### config.mk
export PLATFORM = sky130hd
export DESIGN_NAME = ecomp_queue
export DESIGN_NICKNAME = d
export VERILOG_FILES = /design/src/rtl/ecomp_pkg.sv /design/src/rtl/ecomp_queue.sv
export SDC_FILE = /design/constraint.sdc
export NUM_CORES = 1
export LEC_CHECK = 0
export BUFFER_PORTS_ARGS = -buffer_cell sky130_fd_sc_hd__buf_4
export CAP_MARGIN = 40
export CORE_MARGIN = 8
export CORE_UTILIZATION = 35
export DETAILED_ROUTE_END_ITERATION = 6
export SYNTH_ARGS = -nofsm -noshare
export SYNTH_HDL_FRONTEND = slang
export SYNTH_SLANG_ARGS = --single-unit
### constraint.sdc
create_clock -name clock -period 3 [get_ports clock]
set_input_delay 0.3 -clock clock [delete_from_list [all_inputs] [get_ports clock]]
set_output_delay 0.3 -clock clock [all_outputs]
set_load 0.005 [all_outputs]
### src/rtl/ecomp_pkg.sv
// Shared types, constants and the CORDIC arctangent table for the e-compass core.
// Depends on nothing; every other file imports it.
`default_nettype none

package ecomp_pkg;

   localparam int ANGLE_FRAC_BITS_DEF = 7;
   localparam int CORDIC_STEPS_DEF    = 16;
   localparam int QUEUE_DEPTH_DEF     = 4;

   // Angle accumulator: degrees with 16 fraction bits
   localparam int ACC_FRAC = 16;
   localparam int ACC_Z_W  = 26;
   // Vector datapath: 17-bit operand scaled by 2^16, CORDIC gain and sign headroom
   localparam int OP_W     = 17;
   localparam int CORDIC_W = 35;
   localparam int TABLE_LEN = 24;

   localparam logic signed [ACC_Z_W-1:0] DEG90_ACC = ACC_Z_W'(90 * 65536);

   typedef enum logic [1:0] {
      QUAD_NONE,
      QUAD_POS90,
      QUAD_NEG90
   } quad_type;

   // One atan2 operand pair after the quadrant pre-rotation
   typedef struct packed {
      logic signed [OP_W-1:0] x;
      logic signed [OP_W-1:0] y;
      quad_type               quad;
      logic                   zero;
   } vec_op_type;

   typedef struct packed {
      vec_op_type head;
      vec_op_type roll;
      vec_op_type pitch;
   } ecomp_item_type;

   // atan(2^-i) in degrees * 2^16
   function automatic logic signed [ACC_Z_W-1:0] atan_deg(input int idx);
      logic signed [ACC_Z_W-1:0] v;
      unique case (idx)
         0:       v = ACC_Z_W'(2949120);
         1:       v = ACC_Z_W'(1740967);
         2:       v = ACC_Z_W'(919879);
         3:       v = ACC_Z_W'(466945);
         4:       v = ACC_Z_W'(234379);
         5:       v = ACC_Z_W'(117304);
         6:       v = ACC_Z_W'(58666);
         7:       v = ACC_Z_W'(29335);
         8:       v = ACC_Z_W'(14668);
         9:       v = ACC_Z_W'(7334);
         10:      v = ACC_Z_W'(3667);
         11:      v = ACC_Z_W'(1833);
         12:      v = ACC_Z_W'(917);
         13:      v = ACC_Z_W'(458);
         14:      v = ACC_Z_W'(229);
         15:      v = ACC_Z_W'(115);
         16:      v = ACC_Z_W'(57);
         17:      v = ACC_Z_W'(29);
         18:      v = ACC_Z_W'(14);
         19:      v = ACC_Z_W'(7);
         20:      v = ACC_Z_W'(4);
         21:      v = ACC_Z_W'(2);
         22:      v = ACC_Z_W'(1);
         default: v = '0;
      endcase
      return v;
   endfunction

endpackage

`default_nettype wire

### src/rtl/ecomp_queue.sv
// Short queue of classified transactions between the front end and the CORDIC back end.
// Depends on ecomp_pkg.
`default_nettype none

module ecomp_queue
   import ecomp_pkg::*;
#(
   parameter int DEPTH = QUEUE_DEPTH_DEF
)
(
   input  wire logic           clock,
   input  wire logic           reset,
   input  wire logic           in_valid,
   output logic                in_ready,
   input  ecomp_item_type      in_item,
   output logic                out_valid,
   input  wire logic           out_pop,
   output ecomp_item_type      out_item
);

   localparam int PW = (DEPTH > 1) ? $clog2(DEPTH) : 1;
   localparam int CW = $clog2(DEPTH + 1);

   ecomp_item_type   entry_ff [DEPTH];
   logic [PW-1:0]    wr_ptr_ff, wr_ptr_in, rd_ptr_ff, rd_ptr_in;
   logic [CW-1:0]    count_ff, count_in;
   logic             do_push, do_pop;

   function automatic logic [PW-1:0] next_ptr(input logic [PW-1:0] p);
      return (p == PW'(DEPTH - 1)) ? '0 : p + PW'(1);
   endfunction

   assign in_ready  = (count_ff != CW'(DEPTH));
   assign out_valid = (count_ff != '0);
   assign out_item  = entry_ff[rd_ptr_ff];
   assign do_push   = in_valid && in_ready;
   assign do_pop    = out_pop && out_valid;

   always_comb begin
      wr_ptr_in = do_push ? next_ptr(wr_ptr_ff) : wr_ptr_ff;
      rd_ptr_in = do_pop ? next_ptr(rd_ptr_ff) : rd_ptr_ff;
      count_in  = count_ff;
      if (do_push && !do_pop) begin
         count_in = count_ff + CW'(1);
      end else if (do_pop && !do_push) begin
         count_in = count_ff - CW'(1);
      end
   end

   always_ff @(posedge clock) begin
      if (reset) begin
         wr_ptr_ff <= '0;
         rd_ptr_ff <= '0;
         count_ff  <= '0;
      end else begin
         wr_ptr_ff <= wr_ptr_in;
         rd_ptr_ff <= rd_ptr_in;
         count_ff  <= count_in;
      end
   end

   always_ff @(posedge clock) begin
      if (do_push) begin
         entry_ff[wr_ptr_ff] <= in_item;
      end
   end

endmodule

`default_nettype wire

==> flow_summary.json <==
{
  "vias": 7891,
  "synth.largest_area_cell": "edfxtp_1",
  "via_per_inst": 4.76,
  "layout.nets": 1133,
  "port_buffers": 227,
  "synth_cells": 627,
  "grt_usage_pct": 12.7,
  "min_from": "out_pop",
  "fp.dieH_um": 233,
  "synth_warnings": 0,
  "switching_share_pct": 24.5,
  "first_iter_violations": 496,
  "layout-drive-gt1-share_pct": 41.2,
  "rsz0062_at_grt": "false",
  "critical_path_buf_inv_count": 1,
  "crit_family": "adder cells",
  "hpwl_mm": 20.6,
  "path_cells": "o31ai_1 > ha_1 > inv_1 > fa_1 > xor2_1 > or3_2 > a21oi_1",
  "h-tree-depth": 2,
  "max_stage_delay_ns": 0.53,
  "clock-sinks": 453,
  "pwr-share-comb_pct": 21.3,
  "share_seq_of_total_power_pct": 46.1,
  "critPathKind": "reg -> reg",
  "maxSlewHeadroom_pct": 61.7,
  "drt_first_pass_iters": 4,
  "drcViolationCount": 0,
  "drv_cap": 0,
  "critPathLaunch": "count_ff[0]",
  "cts_buffer_depth": 3,
  "synth_area_leaders": "edfxtp_1 (81%), mux4_2 (15%), dfxtp_1 (1.1%)",
  "area_growth_pct": 31.8,
  "core_area_um2": 46600,
  "p_total_mw": 17.0,
  "clock.fmax_mhz": 414,
  "post_cts_buffers": 0,
  "num_rows": 79,
  "cts_tree": "done",
  "skew_ns": 0.0106,
  "period_minus_slack_ns": 2.41,
  "cp.arrival_ns": 2.91,
  "path_max_fanout": 5,
  "p_int_mw": 12.8,
  "timing.final.crit_share_pct": 80.5,
  "clk_pin_slew_worst_paths_ns": 0.06,
  "worst_pin_slew_ns": 0.570,
  "hold_path.class": "in -> reg",
  "fin_cells": 1657,
  "grt_max_degree": 74,
  "synth.distinct_cells": 26,
  "synth_top_area_share_pct": 80.8,
  "grt_pass1_vias": 8801,
  "detail-route-antenna-nets": 0,
  "ys_ff_latch": 453,
  "dieArea_um2": 54300,
  "power_leakage_nw": 7.30,
  "clkPwrFrac_pct": 32.5,
  "grt-ovfl-total": 0,
  "grt_pass1_wl_mm": 52.5,
  "setup_viol": 0,
  "hold_violations": 0,
  "final_common_cell": "edfxtp_1",
  "start_util_pct": 35.4,
  "cp-start-kind": "register",
  "p_per_area_nw_per_um2": 782,
  "syn_area_um2": 16500,
  "slew_viol_final": 0,
  "syn_nets": 749,
  "ctsRootBufferMaster": "clkbuf_16",
  "cts_buffers": 49,
  "placed_cells": 1454,
  "ir_worst_vdd_uv": 557,
  "chipWidth_um": 233,
  "io_pins": 228,
  "critPathCaptureType": "register",
  "drt-total-wl_mm": 34.9,
  "insertion_delay_ns": 0.56,
  "final_cell_mix": "edfxtp_1 (444), buf_4 (231), dlygate4sd3_1 (113), mux4_2 (111), clkbuf_16 (51)",
  "cp.required_ns": 3.50,
  "p_sw_mw": 4.15,
  "cp_slowest_cell": "o31ai_1",
  "wire_per_inst_um": 21.0,
  "syn_avg_cell_area_um2": 26.3,
  "antenna_found_initial": 2,
  "setup_tns_ns": 0,
  "reg2reg_from": "count_ff[0]",
  "outcome": "finished clean",
  "place_congestion": 0.701,
  "synth-seq-area-share_pct": 81.9
}
-- layout make-up --
| cell class | count | area (um^2) |
|---|---|---|
| fillers | 3841 | 24800 |
| flip-flops and latches | 453 | 13500 |
| repair buffers | 359 | 3170 |
| multi-input cells | 145 | 2800 |
| clock buffers | 66 | 1330 |
| well taps | 607 | 759 |
| clock inverters | 22 | 145 |
| inverters | 3 | 11.3 |
| diodes | 2 | 5.00 |
-- synthesized netlist by cell type --
| master | number |
|---|---|
| a21oi_1 | 2 |
| and2_4 | 1 |
| and3_2 | 4 |
| buf_2 | 11 |
| buf_4 | 1 |
| buf_6 | 10 |
| clkbuf_1 | 4 |
| dfxtp_1 | 9 |
| edfxtp_1 | 444 |
| fa_1 | 1 |
| ha_1 | 6 |
| inv_1 | 3 |
| mux2i_1 | 3 |
| mux4_2 | 111 |
| nand2_1 | 1 |
| nand2b_1 | 2 |
| nand3_1 | 1 |
| nor2_1 | 3 |
| nor3_1 | 1 |
| o21ai_0 | 1 |
| o31ai_1 | 1 |
| o31ai_2 | 1 |
| or3_1 | 1 |
| or3_2 | 2 |
| or3b_1 | 1 |
| xor2_1 | 2 |
-- power groups by stage --
stage / logic [mW] / clock network [mW] / registers, mW
after floorplan: 1.86 / 0 / 7.92
final: 3.62 / 5.53 / 7.84
after global placement: 3.58 / 0 / 7.95
after global routing: 3.93 / 5.93 / 7.90
after detailed placement: 3.60 / 0 / 7.98
after CTS: 3.75 / 5.70 / 7.85
-- routing by layer --
metal / routed length (um) / GRT usage [%]
met1: 14900 / 16.7
met2: 16500 / 20.2
met3: 2730 / 3.72
met4: 737 / 3.89
met5: 0 / 0
-- flip-flops by register name, summed over array words and instances, names as in the netlist, named ones only --
register / cells
count_ff: 3
entry_ff: 444
rd_ptr_ff: 2
wr_ptr_ff: 2
-- worst reg2reg max path, delay by kind of cell, from the launching register on --
kind                     cells  cell delay, ns
AO/OA/AOI/OAI                2            0.67
flip-flops                   1            0.36
XOR/XNOR                     1            0.16
AND/OR/NAND/NOR              1            0.40
buffers and inverters        1            0.07
adder cells (fa/ha/maj)      2            0.68
-- stage by stage --
stage               hold WS, ns  util [%]  setup slack [ns]  area, um^2
floorplan                 0.399         -             0.511       16500
global placement          0.477      41.1             0.698       19100
detailed placement        0.485      41.1             0.564       19100
CTS                       0.125      46.7             0.501       21700
global route              0.174      46.7             0.383       21700
finish                    0.167      46.7             0.585       21700
-- logic make-up (layout without fill, tap and decap cells) --
kind of cell,after synthesis,in the layout,synth area share [%]
AOI/OAI and AO/OA,5,5,0.212
xor gates and xnor gates,2,2,0.106
adders and majority gates,7,7,0.576
buffers and inverters,29,450,1.22
DFF,453,453,81.9
muxes,114,114,15.3
other,0,2,0
and+or+nand+nor,17,17,0.645
-- what timing repair did --
action	in CTS	in global routing
gates resized for setup	0	0
setup endpoints to repair	0	0
hold buffers	113	0
endpoints found under the hold margin	452	0
-- final timing paths --
check                end  slack (ns)  cells past startpoint
max          count_ff[2]        0.59                      7
min             register        0.17                      4
max reg2reg  count_ff[2]        0.59                      7
min reg2reg     register        0.50                      2
Note: power is estimated with default switching activity, not from simulation.
