**config.mk**
```make
export PLATFORM = sky130hd
export DESIGN_NAME = ecomp_front
export DESIGN_NICKNAME = d
export VERILOG_FILES = /design/src/rtl/ecomp_pkg.sv /design/src/rtl/ecomp_front.sv
export SDC_FILE = /design/constraint.sdc
export NUM_CORES = 1
export LEC_CHECK = 0
export BUFFER_PORTS_ARGS = -buffer_cell sky130_fd_sc_hd__buf_2
export CORE_MARGIN = 4
export CORE_UTILIZATION = 52
export CTS_CLUSTER_SIZE = 14
export DETAILED_ROUTE_END_ITERATION = 12
export PLACE_DENSITY = 0.89
export SLEW_MARGIN = 0
export SYNTH_ARGS = -nofsm -noshare
export SYNTH_HDL_FRONTEND = slang
export SYNTH_SLANG_ARGS = --single-unit
```
**constraint.sdc**
```tcl
create_clock -name clock -period 4.1 [get_ports clock]
set_input_delay 0.615 -clock clock [delete_from_list [all_inputs] [get_ports clock]]
set_output_delay 0.615 -clock clock [all_outputs]
set_load 0.02 [all_outputs]
```
**src/rtl/ecomp_pkg.sv**
```systemverilog
// Shared types, constants and the CORDIC arctangent table for the e-compass core.
// Depends on nothing; every other file imports it.
`default_nettype none

package ecomp_pkg;

   localparam int ANGLE_FRAC_BITS_DEF = 7;
   localparam int CORDIC_STEPS_DEF    = 16;
   localparam int QUEUE_DEPTH_DEF     = 4;

   // Angle accumulator: degrees with 16 fraction bits
   localparam int ACC_FRAC = 16;
   localparam int ACC_Z_W  = 26;
   // Vector datapath: 17-bit operand scaled by 2^16, CORDIC gain and sign headroom
   localparam int OP_W     = 17;
   localparam int CORDIC_W = 35;
   localparam int TABLE_LEN = 24;

   localparam logic signed [ACC_Z_W-1:0] DEG90_ACC = ACC_Z_W'(90 * 65536);

   typedef enum logic [1:0] {
      QUAD_NONE,
      QUAD_POS90,
      QUAD_NEG90
   } quad_type;

   // One atan2 operand pair after the quadrant pre-rotation
   typedef struct packed {
      logic signed [OP_W-1:0] x;
      logic signed [OP_W-1:0] y;
      quad_type               quad;
      logic                   zero;
   } vec_op_type;

   typedef struct packed {
      vec_op_type head;
      vec_op_type roll;
      vec_op_type pitch;
   } ecomp_item_type;

   // atan(2^-i) in degrees * 2^16
   function automatic logic signed [ACC_Z_W-1:0] atan_deg(input int idx);
      logic signed [ACC_Z_W-1:0] v;
      unique case (idx)
         0:       v = ACC_Z_W'(2949120);
         1:       v = ACC_Z_W'(1740967);
         2:       v = ACC_Z_W'(919879);
         3:       v = ACC_Z_W'(466945);
         4:       v = ACC_Z_W'(234379);
         5:       v = ACC_Z_W'(117304);
         6:       v = ACC_Z_W'(58666);
         7:       v = ACC_Z_W'(29335);
         8:       v = ACC_Z_W'(14668);
         9:       v = ACC_Z_W'(7334);
         10:      v = ACC_Z_W'(3667);
         11:      v = ACC_Z_W'(1833);
         12:      v = ACC_Z_W'(917);
         13:      v = ACC_Z_W'(458);
         14:      v = ACC_Z_W'(229);
         15:      v = ACC_Z_W'(115);
         16:      v = ACC_Z_W'(57);
         17:      v = ACC_Z_W'(29);
         18:      v = ACC_Z_W'(14);
         19:      v = ACC_Z_W'(7);
         20:      v = ACC_Z_W'(4);
         21:      v = ACC_Z_W'(2);
         22:      v = ACC_Z_W'(1);
         default: v = '0;
      endcase
      return v;
   endfunction

endpackage

`default_nettype wire

```
**src/rtl/ecomp_front.sv**
```systemverilog
// Front end: accepts raw sensor transactions, extends them and classifies each
// atan2 operand pair by quadrant. Depends on ecomp_pkg.
`default_nettype none

module ecomp_front
   import ecomp_pkg::*;
(
   input  wire logic           clock,
   input  wire logic           reset,
   input  wire logic           req_valid,
   output logic                req_ready,
   input  wire logic [15:0]    req_accel_x_word,
   input  wire logic [15:0]    req_accel_y_word,
   input  wire logic [15:0]    req_accel_z_word,
   input  wire logic [15:0]    req_mag_x_word,
   input  wire logic [15:0]    req_mag_y_word,
   output logic                push_valid,
   input  wire logic           push_ready,
   output ecomp_item_type      push_item
);

   logic           front_valid_ff, front_valid_in;
   ecomp_item_type front_item_ff, front_item_in;
   logic signed [OP_W-1:0] ax, ay, az, mx, my;

   // Rotate left half-plane vectors by -/+90 degrees into the right half-plane
   function automatic vec_op_type classify(input logic signed [OP_W-1:0] x,
                                           input logic signed [OP_W-1:0] y);
      vec_op_type op;
      op.zero = (x == '0) && (y == '0);
      if (x < 0) begin
         if (y >= 0) begin
            op.x    = y;
            op.y    = -x;
            op.quad = QUAD_POS90;
         end else begin
            op.x    = -y;
            op.y    = x;
            op.quad = QUAD_NEG90;
         end
      end else begin
         op.x    = x;
         op.y    = y;
         op.quad = QUAD_NONE;
      end
      return op;
   endfunction

   // Accelerometer words are left-justified 14-bit
   assign ax = {{3{req_accel_x_word[15]}}, req_accel_x_word[15:2]};
   assign ay = {{3{req_accel_y_word[15]}}, req_accel_y_word[15:2]};
   assign az = {{3{req_accel_z_word[15]}}, req_accel_z_word[15:2]};
   assign mx = {req_mag_x_word[15], req_mag_x_word};
   assign my = {req_mag_y_word[15], req_mag_y_word};

   assign req_ready  = !front_valid_ff || push_ready;
   assign push_valid = front_valid_ff;
   assign push_item  = front_item_ff;

   always_comb begin
      front_item_in.head  = classify(mx, my);
      front_item_in.roll  = classify(az, ax);
      front_item_in.pitch = classify(az, ay);
      front_valid_in = front_valid_ff;
      if (req_valid && req_ready) begin
         front_valid_in = 1'b1;
      end else if (push_ready) begin
         front_valid_in = 1'b0;
      end
   end

   always_ff @(posedge clock) begin
      if (reset) begin
         front_valid_ff <= 1'b0;
      end else begin
         front_valid_ff <= front_valid_in;
      end
   end

   always_ff @(posedge clock) begin
      if (req_valid && req_ready) begin
         front_item_ff <= front_item_in;
      end
   end

endmodule

`default_nettype wire

```
==> reports/results.txt <==
CTS max path bufs: 2
Setup violators final: 0
Critical Path AT: 2.95 ns
Synth warn: 0
CTS tree: yes
Synth-to-layout area growth: 22.14%
Total GRT Usage: 0.2292
Clk root buf: clkbuf_16
Final WS setup: 1.233 ns
Final WL: 15930 um
Main synth FF type: edfxtp_1
Most frequent cells after synthesis: edfxtp_1 (109), nor2_1 (96), a21oi_1 (95)
Total CTS buffers: 9
Metal-1 WL: 6195 um
Final antenna-violating net count: 0
Hold_sp: reset
HPWL Detailed: 11920 um
Die height: 117.0 um
Final Total Pwr: 2864 uW
Seq pwr share: 0.477
Critical Path, Cell by Cell: buf_2 -> nor4_1 -> nand3b_1 -> nand4b_1 -> ha_1 -> clkinv_1 -> a41o_1 -> xor2_1 -> a21oi_1
Largest net degree at the start of global routing: 74
Switching Share: 0.2767
Final Hold Fails: 0
Top post-synthesis cells by area: edfxtp_1 (53%), a21oi_1 (7.7%), xnor2_1 (7.1%), nor2_1 (5.8%), ha_1 (3.0%)
Max Transition Viols Final: 0
DRC Markers: 0
Syn nets: 694
Register bit total from synthesis: 110
Count leader, synth: edfxtp_1
Boundary pin count: 197
Synth async-reset ratio: 0
Mean Syn Cell Area: 10.38 sq um
Post-CTS setup buffer count: 0
RR Endpoint: push_item[60]$_DFFE_PP_
Worst endpoint required time: 4.18 ns
Syn Inst Count: 595
Vias in the first global route: 4751
First-pass GRT wire length: 23950 um
Max-cap violation count: 0
IO buf count: 190
Worst Setup End Kind: flop
Hold Buf Count CTS: 0
Minimum clock period: 2.867 ns
Crit start category: primary input
Clock share of power: 0.326
Worst-path clk slew: 0.08 ns
Outcome: completed
Top cell type's share of synthesized area: 0.5300
Met3 routed WL: 1610 um
Routed length on met2: 7703 um
WS Path Type: in -> reg
Worst path bufs/invs: 2
Leak Pwr: 0.003086 uW
Pre-CTS WS: 0.8730 ns
Starting Density: 0.5363
Synth cell types: 43
CP top delay family: simple AND/OR/NAND/NOR gates
FP Rows: 39
Max incr delay on CP: 0.58 ns
Sink Count: 110
Max_slew headroom: 0.1366
Post-layout nets: 866
Post-synthesis sequential area ratio: 0.5332
DRT Pass-1 Iters: 5
Peak Freq: 348.8 MHz
Worst-path maximum fanout: 9
Setup_tns: 0 ns
Clk_skew: 0.005918 ns
Die Width: 117.0 um
Worst Hold End: push_valid$_SDFFE_PP0P_
HP Class: in -> reg
Fin cells: 918
CTS H-tree lvls: 3
Clock Latency Late Sink: 0.35 ns
R2R depth: 3
RSZ-0062 raised after global routing: no
NetSw: 792.3 uW
Core area: 11520 sq um
Mean routed wirelength per cell: 17.36 um
Internal power: 2071 uW
Layout cells sized above 1: 0.2940
Drt via density: 5.653
Worst r2r src: push_valid$_SDFFE_PP0P_
Starting DRC count in detailed routing: 458
Antenna violations before repair: 1
Vias: 5189
Worst Hold Depth: 2
Synth area leader: edfxtp_1
Number of synthesized flops with an enable pin: 109
Grt ovf: 0
P per Cell Area: 379.6 nW/um^2
Top routing layer in use: met4
Dpl cells: 899
Slowest CP cell: nor4_1
Worst vdd ir: 0.0002540 V
Flop-to-flop setup slack: 2.14 ns
# resized after CTS: 0
Final core utilization: 0.6550
Syn Std Cell Area: 6176 sq um
Combinational share of power: 0.197
Tightest Pin Transition: 1.285 ns
GPL Wtd Cong: 0.9199
Full die area: 13680 sq um
Tcrit/Tclk final: 0.6992
## how the worst max path moves through the flow
| stage | depth (start not counted) | slack [ns] | start | endpoint |
|---|---|---|---|---|
| 5_1_grt | 9 | 1.12 | req_accel_y_word[8] | push_item[31]$_DFFE_PP_ |
| 3_3_place_gp | 9 | 0.96 | req_accel_y_word[8] | push_item[31]$_DFFE_PP_ |
| 4_1_cts | 9 | 1.26 | req_accel_y_word[8] | push_item[31]$_DFFE_PP_ |
| 2_1_floorplan | 2 | 0.19 | push_ready | push_item[0]$_DFFE_PP_ |
| 3_5_place_dp | 9 | 0.87 | req_accel_y_word[8] | push_item[31]$_DFFE_PP_ |
| 6_report | 9 | 1.23 | req_accel_y_word[8] | push_item[31]$_DFFE_PP_ |
## logic make-up (layout without fill, tap and decap cells)
kind of cell,count (synthesis),in the layout,share of synthesized area
AOI/OAI and AO/OA,149,149,0.1432
buffers and inverters,71,248,0.04558
xor gates and xnor gates,71,71,0.1007
other,1,4,0.0006072
muxes,8,8,0.01297
and+or+nand+nor,170,170,0.1333
DFF,110,110,0.5332
adders and majority gates,15,15,0.03039
## metal layers
metal / vias up / GRT usage
li1: 2494 / -
met1: 2400 / 0.2821
met2: 263 / 0.3766
met3: 32 / 0.06684
met4: 0 / 0.1002
met5: - / 0
## power by group through the flow
stage | logic (uW) | clock network (uW) | registers, uW
6_report | 564 | 935 | 1370
5_1_grt | 616 | 978 | 1370
4_1_cts | 563 | 946 | 1370
3_5_place_dp | 560 | 0 | 1390
3_3_place_gp | 549 | 0 | 1390
2_1_floorplan | 246 | 0 | 1500
## cell type report
cell class                 instances  area (sq um)
clock buffer                      10         229.0
fill                             915          3973
timing repair buffer             200          1026
tap                              143         178.9
clock inverter                     6         85.08
antenna                            3         7.507
multi-input combinational        414          2604
sequential                       110          3293
inverter                          32         120.1
## cells in the final DEF, fill, tap and decap left out, drive strengths merged, types with 2 or more instances in the layout
cell	netlist	final
nor2	96	96
ha	15	15
mux2i	8	8
and3	3	3
a21oi	95	95
o41ai	8	8
nand3	3	3
o21ai	10	10
bufinv	0	2
a41oi	6	6
clkinv	3	6
nand3b	2	2
and2	7	7
nor4	10	10
or3	3	3
a311o	2	2
nand4	6	6
nor3	12	12
o31ai	6	6
buf	9	200
or2	4	4
edfxtp	109	109
a31oi	19	19
clkbuf	30	10
inv	29	30
nand2	13	13
xnor2	50	50
xor2	21	21
or4	5	5
diode	0	3
a41o	2	2
## metrics by stage
stage          instance area (sq um)  hold slack, ns
5_1_grt                         7538          0.4109
4_1_cts                         7536          0.3947
3_5_place_dp                    7222          0.5282
6_report                        7543          0.4066
3_3_place_gp                    7222          0.5009
2_1_floorplan                   6176          0.6841
## sequential cells by signal, summed over array words and instances (netlist names)
name / cells
push_valid: 1
push_item: 109
(Power assumes the default switching activity.)
